<file path="src/sv/assert_macros.svh">
// Assertion helpers shared by the RTL.
`ifndef ASSERT_MACROS_SVH
`define ASSERT_MACROS_SVH

`ifndef ASSERT_OFF
`define ASSERT_ALWAYS(lbl, clk, rst_n, expr) \
    lbl: assert property (@(posedge clk) disable iff (!rst_n) (expr)) \
        else $error("assertion failed");
`define ASSERT_IMPL(lbl, clk, rst_n, ante, cons) \
    lbl: assert property (@(posedge clk) disable iff (!rst_n) (ante) |-> cons) \
        else $error("assertion failed");
`else
`define ASSERT_ALWAYS(lbl, clk, rst_n, expr)
`define ASSERT_IMPL(lbl, clk, rst_n, ante, cons)
`endif

`endif

</file>
<file path="src/sv/qrs_sqrt_cell.sv">
module qrs_sqrt_cell #(
    parameter int RW = 26
) (
    input  logic            clk,
    input  logic            rst_n,
    input  logic            in_valid,
    input  logic [RW+1:0]   rem_in,
    input  logic [RW-1:0]   root_in,
    input  logic [2*RW-1:0] rad_in,
    output logic            out_valid,
    output logic [RW+1:0]   rem_out,
    output logic [RW-1:0]   root_out,
    output logic [2*RW-1:0] rad_out
);
    localparam int RADW = 2 * RW;

    logic            valid_reg;
    logic [RW+1:0]   rem_reg, rem_next;
    logic [RW-1:0]   root_reg, root_next;
    logic [RADW-1:0] rad_reg, rad_next;
    logic [RW+1:0]   rem_sh, trial;
    logic            ge;

    // One restoring step: bring down two radicand bits, try root*4+1
    always_comb
    begin
        rem_sh    = {rem_in[RW-1:0], rad_in[RADW-1 -: 2]};
        trial     = {root_in, 2'b01};
        ge        = (rem_sh >= trial);
        rem_next  = ge ? (rem_sh - trial) : rem_sh;
        root_next = {root_in[RW-2:0], ge};
        rad_next  = {rad_in[RADW-3:0], 2'b00};
    end

    always_ff @(posedge clk or negedge rst_n)
    begin
        if (!rst_n)
        begin
            valid_reg <= 1'b0;
        end
        else
        begin
            valid_reg <= in_valid;
        end
    end

    always_ff @(posedge clk)
    begin
        rem_reg  <= rem_next;
        root_reg <= root_next;
        rad_reg  <= rad_next;
    end

    assign out_valid = valid_reg;
    assign rem_out   = rem_reg;
    assign root_out  = root_reg;
    assign rad_out   = rad_reg;
endmodule

</file>
<file path="config.mk">
export PLATFORM = sky130hd
export DESIGN_NAME = qrs_sqrt_cell
export DESIGN_NICKNAME = d
export VERILOG_FILES = /design/src/sv/assert_macros.svh /design/src/sv/qrs_sqrt_cell.sv
export SDC_FILE = /design/constraint.sdc
export NUM_CORES = 1
export LEC_CHECK = 0
export ABC_CLOCK_PERIOD_IN_PS = 800
export BUFFER_PORTS_ARGS = -buffer_cell sky130_fd_sc_hd__buf_2
export CAP_MARGIN = 20
export CORE_MARGIN = 2
export CORE_UTILIZATION = 45
export CTS_CLUSTER_SIZE = 28
export DETAILED_ROUTE_END_ITERATION = 12
export GPL_ROUTABILITY_DRIVEN = 0
export PLACE_DENSITY = 0.8
export SLEW_MARGIN = 15
export SYNTH_ARGS = -nofsm -noshare
export SYNTH_HDL_FRONTEND = slang
export SYNTH_SLANG_ARGS = --single-unit
</file>
<file path="constraint.sdc">
create_clock -name clk -period 0.8 [get_ports clk]
set_input_delay 0.08 -clock clk [delete_from_list [all_inputs] [get_ports clk]]
set_output_delay 0.08 -clock clk [all_outputs]
set_load 0.01 [all_outputs]
</file>
* After elaboration in Yosys (flattened, before gate mapping)
Cells that the tools add are included.
Operators by class: add/subtract/negate cells 1, $lt $le $gt $ge 1, multiplexer cells 1
Operators by type and width (count):
- $ge 28x28->1 | 1
- $mux 28 | 1
- $sub 28x28->28 | 1
Storage, ports and cells: register bits 105, input port bits 109, output and inout bits 107, word-level logic and storage cells 7

* Logic depth before layout (Yosys ltp)
depth in word-level cells 2, mapped depth 12, depth with buffers taken out 10

* Worst setup path before layout
No wires, ideal clock.
path type input-to-reg, start input root_in[7], end register rem_reg[20] (netlist: rem_out[20]), library setup time 121 ps, arrival 1981 ps, required time 679 ps, slack -1302 ps, stages on the path 10, buffers on the path 1, cell sequence inv_1 > ha_1 > buf_2 > nand4_1 > or2_1 > or3_1 > o2111ai_1 > a41oi_2 > inv_2 > mux2_2
Between the ends: longest elaborated chain between the ends 2, elaborated cells on any way between the ends 3, those cells by class 1 x add/sub; 1 x order compare; 1 x mux
Ends and longest elaborated chain:
- start, declared | line qrs_sqrt_cell.sv:8 | input logic [RW-1:0] root_in,
- $ge 28x28->1 | line qrs_sqrt_cell.sv:29 | ge = (rem_sh >= trial);
- named net ge | line qrs_sqrt_cell.sv:22 | logic ge;
- $mux 28 | line qrs_sqrt_cell.sv:30 | rem_next = ge ? (rem_sh - trial) : rem_sh;
- named net rem_next[20] | line qrs_sqrt_cell.sv:18 | logic [RW+1:0] rem_reg, rem_next;
- end signal, assigned | line qrs_sqrt_cell.sv:49 | rem_reg <= rem_next;
- end, declared | line qrs_sqrt_cell.sv:18
The timed path passes the listed nets, and every way through them passes these cells.

* Worst setup path after layout
start input root_in[21], end register rem_reg[24] (netlist: rem_out[24])
Between the ends: longest elaborated chain between the ends 2, elaborated cells on any way between the ends 3, those cells by class 1 x add/sub; 1 x order compare; 1 x mux
Ends and longest elaborated chain (line):
- $sub 28x28->28 or $ge 28x28->1 (tied branches) | qrs_sqrt_cell.sv:30, qrs_sqrt_cell.sv:29
- $mux 28 (*) | qrs_sqrt_cell.sv:30
- named net rem_next[24] | qrs_sqrt_cell.sv:18
The timed path passes the listed nets; every way through them passes the cells marked *.

==> metrics.cfg <==
[logic_synthesis]
synth_ff_type = dfxtp_1
synth_edf_count = 0
ys_types = 50
netlist_area_um2 = 4060
avgSynthCellArea_um2 = 9.79
synth-seq-cells = 105
synthCells = 415
synth_top_cell_area_share_pct = 51.2
synthTopCellsByArea = dfxtp_1 (51%), ha_1 (8.6%), nand2_1 (4.1%), inv_1 (3.4%), a21oi_1 (3.3%)
synth_area_leader_cell = dfxtp_1
synth.yosys.seq_area_share_pct = 51.8
yosysWarnings = 0
synthArstFlopShare_pct = 0.952

[global_route]
grt_pass1_wl_um = 26200
grt_pass1_vias = 5185
antenna_found_initial = 3
grt_max_degree = 21
overflow = 0
grt_usage_pct = 33.7

[clocking]
clock_sinks = 105
clockRootBuffer = clkbuf_8
cts_tree = yes
path_clk_slew_ns = 0.11
cts_buffers = 9
cts.path.max_buffers = 2
htreeDepth = 3

[worst_hold_path]
holdCritPathClass = in2async

[drt]
topRoutingLayerUsed = met4
wl_met2_um = 11200
drt-total-wl_um = 24100
drt_pass1_iterations = 8
vias = 5707
wire_per_inst_um = 25.8
vias_per_cell = 6.10
route.met3.wl_um = 2830
drt.antenna.violating_nets = 0
drc = 0
m1WireLength_um = 7490
drt_iter0_markers = 772

[power]
power_mw = 14.5
power.density_nw_per_um2 = 1810
ir_drop_uv = 1200
p_leak_nw = 3.83

[finish]
n_fill_cell = 302
final_common_cell = buf_2
syn_to_final_growth_pct = 97.7
nNetsFinal = 956
final_cell_mix = buf_2 (134), buf_4 (98), dlygate4sd3_1 (92)
drive_gt1_share_pct = 55.8
final_cells = 935

[die]
start_util_pct = 46.6
die_height_um = 99.0
coreArea_um2 = 8720
num_rows = 34
io_pins = 216
dieArea_um2 = 9810
dieWidth_um = 99.0

[timing]
fin_crit_ns = 2.16
rsz0062_at_grt = yes
fin_crit_sh_pct = 270
drv_slew = 0
fin_ws_ns = -1.36
setup_viol = 134
hold_viol = 0
worst_pin_slew_ns = 0.560
fin_tns_setup_ns = -48.99
relSlewSlack_pct = 62.5
fmax_mhz = 463

[placement]
dp_hpwl_um = 9750
place_inst = 813
io_buffers = 211

[worst_setup_path]
critPathKind = in2reg
cp.required_ns = 1.07
cpMostUsedCell = o21ai_1
start_kind = primary input
cp_max_fo = 15
path_cells = buf_2 -> inv_1 -> ha_1 -> a21oi_2 -> o21ai_2 -> a31oi_1 -> o21ai_1 -> a41oi_4 -> buf_6 -> nand2_2 -> o21ai_1
cp_data_arrival_time_ns = 2.43
cpPeakStageDelay_ns = 0.35
crit_path_end_kind = flip-flop
slowest_stage = a41oi_4

[run_status]
status = finished, violations left
failed_checks = setup timing

[run]
maxCapViolations = 0

## power by group
part           internal, mW  leakage [nW]  switching, mW
clock network          1.21        0.0957           2.22
logic                  2.56          2.85           2.52
registers              5.76         0.890          0.262
## through the flow
step | area, um2 | utilization (%) | worst slack [ns] | hold slack (ns)
floorplan | 4230 | - | -1.21 | -0.216
global placement | 6010 | 68.9 | -1.38 | -0.145
detailed placement | 6010 | 68.9 | -1.47 | -0.143
CTS | 7570 | 86.8 | -0.872 | 0.00326
global route | 8030 | 92.1 | -1.38 | -0.00120
finish | 8030 | 92.1 | -1.36 | 0.00901
## cells by family (layout without fill, tap and decap cells)
logic type,after synthesis,count (layout),synth area share [%]
DFF,105,105,51.8
and+or+nand+nor,95,95,10.9
xor gates and xnor gates,24,24,5.17
muxes,4,4,1.08
AOI/OAI and AO/OA,107,107,16.7
adders and majority gates,28,28,8.62
buffers and inverters,51,459,5.57
other,1,5,0.0923
## critical path, delay by kind of cell
kind	cells	cell delay, ns
AOI/OAI and AO/OA	6	1.52
adders and majority gates	1	0.33
and+or+nand+nor	1	0.09
buffers and inverters	3	0.42
## routing by layer
metal,global-route usage [%],up-vias
met3,6.95,259
li1,-,2227
met1,34.8,2554
met5,0,-
met2,64.6,667
met4,15.2,0
## how the worst max path moves through the flow
stage,cells past startpoint,start,endpoint
5_1_grt,11,root_in[0],rem_out[23]
2_1_floorplan,10,root_in[6],rem_out[20]
4_1_cts,10,root_in[7],rem_out[20]
3_5_place_dp,11,root_in[1],rem_out[27]
6_report,11,root_in[21],rem_out[24]
3_3_place_gp,10,rem_in[1],rem_out[27]
## registers in the layout (all words and copies together), names as in the netlist
name,cells
out_valid,1
rem_out,28
rad_out,50
root_out,26
## area by class of cell
cell class	instances	area (um2)	share of cell area [%]
multi-input cells	260	2100	26.1
diodes	3	7.51	0.0934
well taps	108	135	1.68
clock buffers	10	128	1.59
repair buffers	405	3250	40.5
flip-flops and latches	105	2190	27.2
clock inverters	6	62.6	0.779
inverters	38	163	2.02
## synthesized netlist by cell type, drive strengths merged, types with 4 or more instances
library cell,number
inv,38
nand4,7
buf,9
o21ai,39
nor3,4
a21oi,27
a211oi,4
nand2,46
xor2,9
dfxtp,104
nand3,4
clkbuf,4
xnor2,15
nor2,18
o211ai,5
a21o,8
ha,28
o21bai,5
## timing repair
item	in CTS	in global routing
hold buffers	92	0
hold endpoints to repair	92	0
pin swaps	19	10
setup endpoints to repair	134	134
resized for setup	100	120
buffers inserted	8	5
Note: power is estimated with default switching activity, not from simulation.
