--- src/sv/assert_macros.svh ---
// Assertion helpers shared by the RTL.
`ifndef ASSERT_MACROS_SVH
`define ASSERT_MACROS_SVH

`ifndef ASSERT_OFF
`define ASSERT_ALWAYS(lbl, clk, rst_n, expr) \
    lbl: assert property (@(posedge clk) disable iff (!rst_n) (expr)) \
        else $error("assertion failed");
`define ASSERT_IMPL(lbl, clk, rst_n, ante, cons) \
    lbl: assert property (@(posedge clk) disable iff (!rst_n) (ante) |-> cons) \
        else $error("assertion failed");
`else
`define ASSERT_ALWAYS(lbl, clk, rst_n, expr)
`define ASSERT_IMPL(lbl, clk, rst_n, ante, cons)
`endif

`endif

--- src/sv/qrs_div_cell.sv ---
module qrs_div_cell #(
    parameter int QW   = 36,
    parameter int DENW = 17
) (
    input  logic            clk,
    input  logic            rst_n,
    input  logic            in_valid,
    input  logic [DENW-1:0] den_in,
    input  logic [DENW-1:0] rem1_in,
    input  logic [QW-1:0]   num1_in,
    input  logic [DENW-1:0] rem2_in,
    input  logic [QW-1:0]   num2_in,
    output logic            out_valid,
    output logic [DENW-1:0] den_out,
    output logic [DENW-1:0] rem1_out,
    output logic [QW-1:0]   num1_out,
    output logic [DENW-1:0] rem2_out,
    output logic [QW-1:0]   num2_out
);
    logic            valid_reg;
    logic [DENW-1:0] den_reg;
    logic [DENW-1:0] rem1_reg, rem1_next, rem2_reg, rem2_next;
    logic [QW-1:0]   num1_reg, num1_next, num2_reg, num2_next;
    logic [DENW:0]   sh1, sh2, den_ext;
    logic            ge1, ge2;

    // One restoring step per lane; quotient bits shift in from the right
    always_comb
    begin
        den_ext   = {1'b0, den_in};
        sh1       = {rem1_in, num1_in[QW-1]};
        sh2       = {rem2_in, num2_in[QW-1]};
        ge1       = (sh1 >= den_ext);
        ge2       = (sh2 >= den_ext);
        rem1_next = ge1 ? DENW'(sh1 - den_ext) : sh1[DENW-1:0];
        rem2_next = ge2 ? DENW'(sh2 - den_ext) : sh2[DENW-1:0];
        num1_next = {num1_in[QW-2:0], ge1};
        num2_next = {num2_in[QW-2:0], ge2};
    end

    always_ff @(posedge clk or negedge rst_n)
    begin
        if (!rst_n)
        begin
            valid_reg <= 1'b0;
        end
        else
        begin
            valid_reg <= in_valid;
        end
    end

    always_ff @(posedge clk)
    begin
        den_reg  <= den_in;
        rem1_reg <= rem1_next;
        rem2_reg <= rem2_next;
        num1_reg <= num1_next;
        num2_reg <= num2_next;
    end

    assign out_valid = valid_reg;
    assign den_out   = den_reg;
    assign rem1_out  = rem1_reg;
    assign num1_out  = num1_reg;
    assign rem2_out  = rem2_reg;
    assign num2_out  = num2_reg;
endmodule

--- config.mk ---
export PLATFORM = sky130hd
export DESIGN_NAME = qrs_div_cell
export DESIGN_NICKNAME = d
export VERILOG_FILES = /design/src/sv/assert_macros.svh /design/src/sv/qrs_div_cell.sv
export SDC_FILE = /design/constraint.sdc
export NUM_CORES = 1
export LEC_CHECK = 0
export ABC_AREA = 1
export BUFFER_PORTS_ARGS = -buffer_cell sky130_fd_sc_hd__buf_2
export CAP_MARGIN = 40
export CORE_MARGIN = 5
export CORE_UTILIZATION = 40
export DETAILED_ROUTE_END_ITERATION = 6
export PLACE_DENSITY_LB_ADDON = 0.1
export SLEW_MARGIN = 15
export SYNTH_ARGS = -nofsm -noshare
export SYNTH_HDL_FRONTEND = slang
export SYNTH_SLANG_ARGS = --single-unit
--- constraint.sdc ---
create_clock -name clk -period 0.8 [get_ports clk]
set_clock_uncertainty 0.15 [all_clocks]
set_input_delay 0.04 -clock clk [delete_from_list [all_inputs] [get_ports clk]]
set_output_delay 0.04 -clock clk [all_outputs]
set_load 0.01 [all_outputs]
Word-level counts from Yosys, hierarchy flattened

Index checks and enable logic that the tools add are counted.

Bits in registers: 124
Input bits: 126

Mux-type cells: 2
Order comparisons: 2
$add $sub $neg: 2

Operators by type and width:

| operator                                                       | count |
|---|---|
| 18-bit by 17-bit greater-or-equal comparator with 1-bit output | 2 |
| 17-bit 2-to-1 mux                                              | 2 |
| 17-bit subtractor                                              | 2 |

Depth between registers and ports, before layout

Depth in word-level cells: 2
Depth in mapped cells: 15

Worst setup path before layout

No wires, ideal clock.

Path type: input to register
From: input port num1_in[35]
To: register rem1_reg[5], in the netlist rem1_out[5]
Stages: 15
Arrival: 1.510 ns
Setup time: 0.112 ns
Setup slack: -0.973 ns
Cells stage by stage: inv_1 -> ha_1 -> inv_1 -> fa_1 -> nand2_1 -> nand2_1 -> nand3b_1 -> nand2_2 -> nand2_1 -> nand2_1 -> nand2_4 -> nand2_8 -> buf_8 -> nand2_1 -> nand2_1

Word-level cells in the longest chain between the ends: 2
Elaborated cells on any way between the ends: 3
Those cells by class: add/sub (1); order compare (1); mux (1)

Ends and longest elaborated chain:

| what                                                           | RTL line           | text |
|---|---|---|
| from (decl)                                                    | qrs_div_cell.sv:10 | `input logic [QW-1:0] num1_in,` |
| 18-bit by 17-bit greater-or-equal comparator with 1-bit output | qrs_div_cell.sv:33 | `ge1 = (sh1 >= den_ext);` |
| via ge1                                                        | qrs_div_cell.sv:25 | `logic ge1, ge2;` |
| 17-bit 2-to-1 mux                                              | qrs_div_cell.sv:35 | `rem1_next = ge1 ? DENW'(sh1 - den_ext) : sh1[DENW-1:0];` |
| via rem1_next[5]                                               | qrs_div_cell.sv:22 | `logic [DENW-1:0] rem1_reg, rem1_next, rem2_reg, rem2_next;` |
| to (signal assigned)                                           | qrs_div_cell.sv:56 | `rem1_reg <= rem1_next;` |
| to (decl)                                                      | qrs_div_cell.sv:22 |  |

The timed path passes the listed nets, and every way through them passes these cells.

Worst setup path after layout

From: input port num1_in[35]
To: register rem1_reg[1], in the netlist rem1_out[1]

Word-level cells in the longest chain between the ends: 2
Elaborated cells on any way between the ends: 3
Those cells by class: add/sub (1); order compare (1); mux (1)

Ends and longest elaborated chain:

| what                                                                                                | RTL line |
|---|---|
| 17-bit subtractor or 18-bit by 17-bit greater-or-equal comparator with 1-bit output (tied branches) | qrs_div_cell.sv:35, qrs_div_cell.sv:33 |
| 17-bit 2-to-1 mux (*)                                                                               | qrs_div_cell.sv:35 |
| via rem1_next[1]                                                                                    | qrs_div_cell.sv:22 |

The timed path passes the listed nets; every way through them passes the cells marked *.

==> impl_summary.txt <==
----------------------------------------------------
[Layout]
  Final instance area ... 11,410 um2
  Area growth, synth to finish ... 114.2%
  Layout Nets ... 1,370
  Share of the core filled with cells in the final layout ... 0.8688
  Fraction of final layout cells with drive strength greater than 1 ... 0.5577

[Logic synthesis]
  Post-synthesis register bit count ... 124
  Area share of the largest cell type after synthesis ... 0.4621
  Cell Area, Synth ... 5329 um2
  Yosys Warn Count ... 0
  Cell types occupying the most area after synthesis ... sky130_fd_sc_hd__dfxtp_1 46%, sky130_fd_sc_hd__nand2_1 18%, sky130_fd_sc_hd__inv_1 8.2%
  Post-synth top flop ... sky130_fd_sc_hd__dfxtp_1
  Fraction of synthesis flops using an asynchronous set or reset pin ... 0.008065
  EDFF count, synth ... 0
  Most instantiated library cell after synthesis ... sky130_fd_sc_hd__nand2_1
  Post-Syn Instances ... 696
  Leading cell types by count after synthesis ... 261 x sky130_fd_sc_hd__nand2_1, 123 x sky130_fd_sc_hd__dfxtp_1, 116 x sky130_fd_sc_hd__inv_1
  Library cell with the largest summed area after synthesis ... sky130_fd_sc_hd__dfxtp_1
  Nets in the synthesized netlist ... 858
  Sequential cell area fraction in the yosys report ... 0.4668
  Average footprint of a synthesized cell ... 7.656 um2
  Number of distinct library cells after synthesis ... 34

[Floorplan]
  Placement Rows ... 42
  Die boundary height ... 125.4 um
  Die width ... 125.4 um
  Die Outline Area ... 15,730 um2
  Core box area ... 13,140 um2
  I/O pin cnt ... 250
  Starting density of the core ... 0.4056

[Clock network]
  Clock slew at reported path FFs ... 0.06 ns
  Clock tree from TritonCTS ... done
  Number of buffers inserted during clock tree synthesis ... 17
  Number of clock sinks ... 124
  Clock Tree Root ... sky130_fd_sc_hd__clkbuf_16
  Total number of H-tree levels ... 4
  Maximum clock path buffer count ... 2

[Route]
  Antenna Nets Post-Route ... 0
  Total iterations of the first detailed-routing run ... 5
  Vias per inst ... 5.148
  Vias post-DR ... 7,223
  Detailed-route wire length per cell ... 21.82 um
  Wire length reported by the detailed router ... 30.61 mm
  Initial drt markers ... 635
  DRC Markers ... 0

[Run status]
  Outcome ... finished with violations
  Failing checks ... hold timing, setup timing

[Timing]
  Unrepaired setup endpoints after global routing ... true
  Tcrit/Tclk final ... 1.989
  Total of endpoints with negative setup slack in the final report ... 160
  Transition time at the pin with the least slew margin ... 0.3751 ns
  Final-report max-slew violation count ... 0
  Rel. slew slack ... 0.7481
  Hold violation total from the final report ... 7
  Post-Route Hold Slack ... -0.3839 ns
  Maximum clock rate ... 628.5 MHz
  Tmin final ... 1.591 ns
  Smallest setup slack after layout ... -0.7912 ns

[Global routing]
  First-pass GRT wire length ... 37.17 mm
  Antenna violations before repair ... 6
  Remaining Overflow, GRT ... 0
  Pin count of the biggest net entering global routing ... 17
  Overall routing resource usage ... 0.3041
  Vias in the first global route ... 6,667

[Pwr]
  Total power draw ... 21.32 mW
  Worst IR Drop VDD ... 1.770 mV
  Ratio of total power to cell area ... 1868 nW/um2
  Leakage Power ... 5.786 nW

[Worst setup path]
  Kind of end point of the critical path ... register
  Timing startpoint of the critical path ... num1_in[35]
  Critical path peak fanout ... 9
  CP arrival ... 1.73 ns
  Setup CP Type ... in -> reg
  Startpoint type of the worst setup path ... input port
  Critical path required time ... 0.94 ns

[Placement]
  GPL Wtd Cong ... 0.8563
  Number of I/O port buffers ... 249
  Cell area after placement ... 7657 um2
  Detailed Place HPWL ... 14.65 mm

[Min path]
  Cell count of the worst hold path ... 1
  Launch point of the worst hold path ... den_in[0]
  End point of the most critical hold path ... den_out[0]
  Class of the tightest hold or removal check ... in -> reg

[Job]
  Max capacitance violation total ... 0

----------------------------------------------------
==> area by class of cell <==
cell class                      count  area [um2]
Timing Repair Buffer              494        4189
Fill cell                         622        1724
Tap cell                          176       220.2
Multi-Input combinational cell    454        3329
Sequential cell                   124        2604
Clock buffer                       21       440.4
Antenna cell                        6       15.01
Inverter                          117       501.7
Clock inverter                     11       113.9
==> what timing repair did <==
item,in CTS,in global routing
pin swaps,40,44
setup buffers,22,6
cloned,6,2
endpoints found under the hold margin,123,9
resized for setup,220,222
setup endpoints to repair,160,160
hold buffers,117,1
==> worst max-delay path, cell delays in order <==
cell,delay [ns]
sky130_fd_sc_hd__buf_12,0.11
sky130_fd_sc_hd__inv_12,0.04
sky130_fd_sc_hd__ha_4,0.11
sky130_fd_sc_hd__inv_2,0.04
sky130_fd_sc_hd__fa_2,0.37
sky130_fd_sc_hd__nand2_2,0.09
sky130_fd_sc_hd__nand2_2,0.07
sky130_fd_sc_hd__nand3b_1,0.12
sky130_fd_sc_hd__nand2_2,0.08
sky130_fd_sc_hd__nand2_2,0.10
sky130_fd_sc_hd__nand2_4,0.08
sky130_fd_sc_hd__nand2_8,0.14
sky130_fd_sc_hd__nand2_8,0.10
sky130_fd_sc_hd__nand2_1,0.12
sky130_fd_sc_hd__nand2_1,0.10
==> metrics by stage <==
step | TNS, ns | cells | worst slack, ns
floorplan | -28.24 | 696 | -0.8423
global placement | -36.35 | 1212 | -1.048
detailed placement | -36.99 | 1212 | -1.089
CTS | -47.81 | 1389 | -0.5210
global route | -58.82 | 1403 | -0.8154
finish | -55.19 | 1403 | -0.7912
==> cells in the final DEF (no fill, tap or decap), types with 3 or more instances in the layout <==
cell                            instances
sky130_fd_sc_hd__nand4_1                5
sky130_fd_sc_hd__buf_6                110
sky130_fd_sc_hd__diode_2                6
sky130_fd_sc_hd__buf_8                  9
sky130_fd_sc_hd__buf_4                109
sky130_fd_sc_hd__clkbuf_16             17
sky130_fd_sc_hd__clkinvlp_4             3
sky130_fd_sc_hd__inv_6                  6
sky130_fd_sc_hd__clkbuf_1               4
sky130_fd_sc_hd__inv_1                 93
sky130_fd_sc_hd__buf_2                144
sky130_fd_sc_hd__nand3_2               24
sky130_fd_sc_hd__nor3_4                 3
sky130_fd_sc_hd__ha_1                   4
sky130_fd_sc_hd__nand2_8                9
sky130_fd_sc_hd__inv_4                 14
sky130_fd_sc_hd__dlygate4sd3_1        118
sky130_fd_sc_hd__ha_4                  30
sky130_fd_sc_hd__a21oi_2                7
sky130_fd_sc_hd__inv_2                  6
sky130_fd_sc_hd__clkinv_4               4
sky130_fd_sc_hd__nor2_2                 8
sky130_fd_sc_hd__nand2_4               13
sky130_fd_sc_hd__nand2_2               51
sky130_fd_sc_hd__a21oi_1               11
sky130_fd_sc_hd__nand2_1              203
sky130_fd_sc_hd__nor2_1                13
sky130_fd_sc_hd__dfxtp_2               93
sky130_fd_sc_hd__nand3_4                3
sky130_fd_sc_hd__nor2_4                 4
sky130_fd_sc_hd__nand3_1               34
sky130_fd_sc_hd__dfxtp_1               30
sky130_fd_sc_hd__xor2_1                12
==> state kept, by name, indices dropped and copies added, names as in the netlist <==
register / cells
num1_out: 36
num2_out: 36
out_valid: 1
rem2_out: 17
den_out: 17
rem1_out: 17
==> power by group <==
group	leakage [nW]	total, mW	internal (mW)	switching (mW)
Sequential	1.05	7.15	6.85	0.309
Clock	0.259	7.60	4.33	3.28
Combinational	4.48	6.57	3.27	3.29
==> how the worst max path moves through the flow <==
stage | end | cells past startpoint
after CTS | rem1_out[8] | 15
after global routing | rem1_out[1] | 14
after global placement | rem1_out[12] | 11
after detailed placement | rem1_out[15] | 12
final | rem1_out[1] | 15
after floorplan | rem1_out[5] | 15
==> cells by family after synthesis <==
logic type      share of synthesized area
flops                              0.4668
compound gates                    0.02113
buf+inv                           0.09392
simple gates                       0.3078
fa+ha+maj                         0.08735
xor+xnor                          0.02301
==> routing by layer <==
| layer | GRT usage | vias up | wire, um |
|---|---|---|---|
| met3 | 0.09041 | 174 | 2579 |
| met4 | 0.1473 | 0 | 2352 |
| met1 | 0.3340 | 3362 | 10800 |
| met2 | 0.5346 | 503 | 14880 |
| li1 | - | 3184 | - |
| met5 | 0 | - | 0 |
No activity file was read; power rests on OpenSTA's default activity.
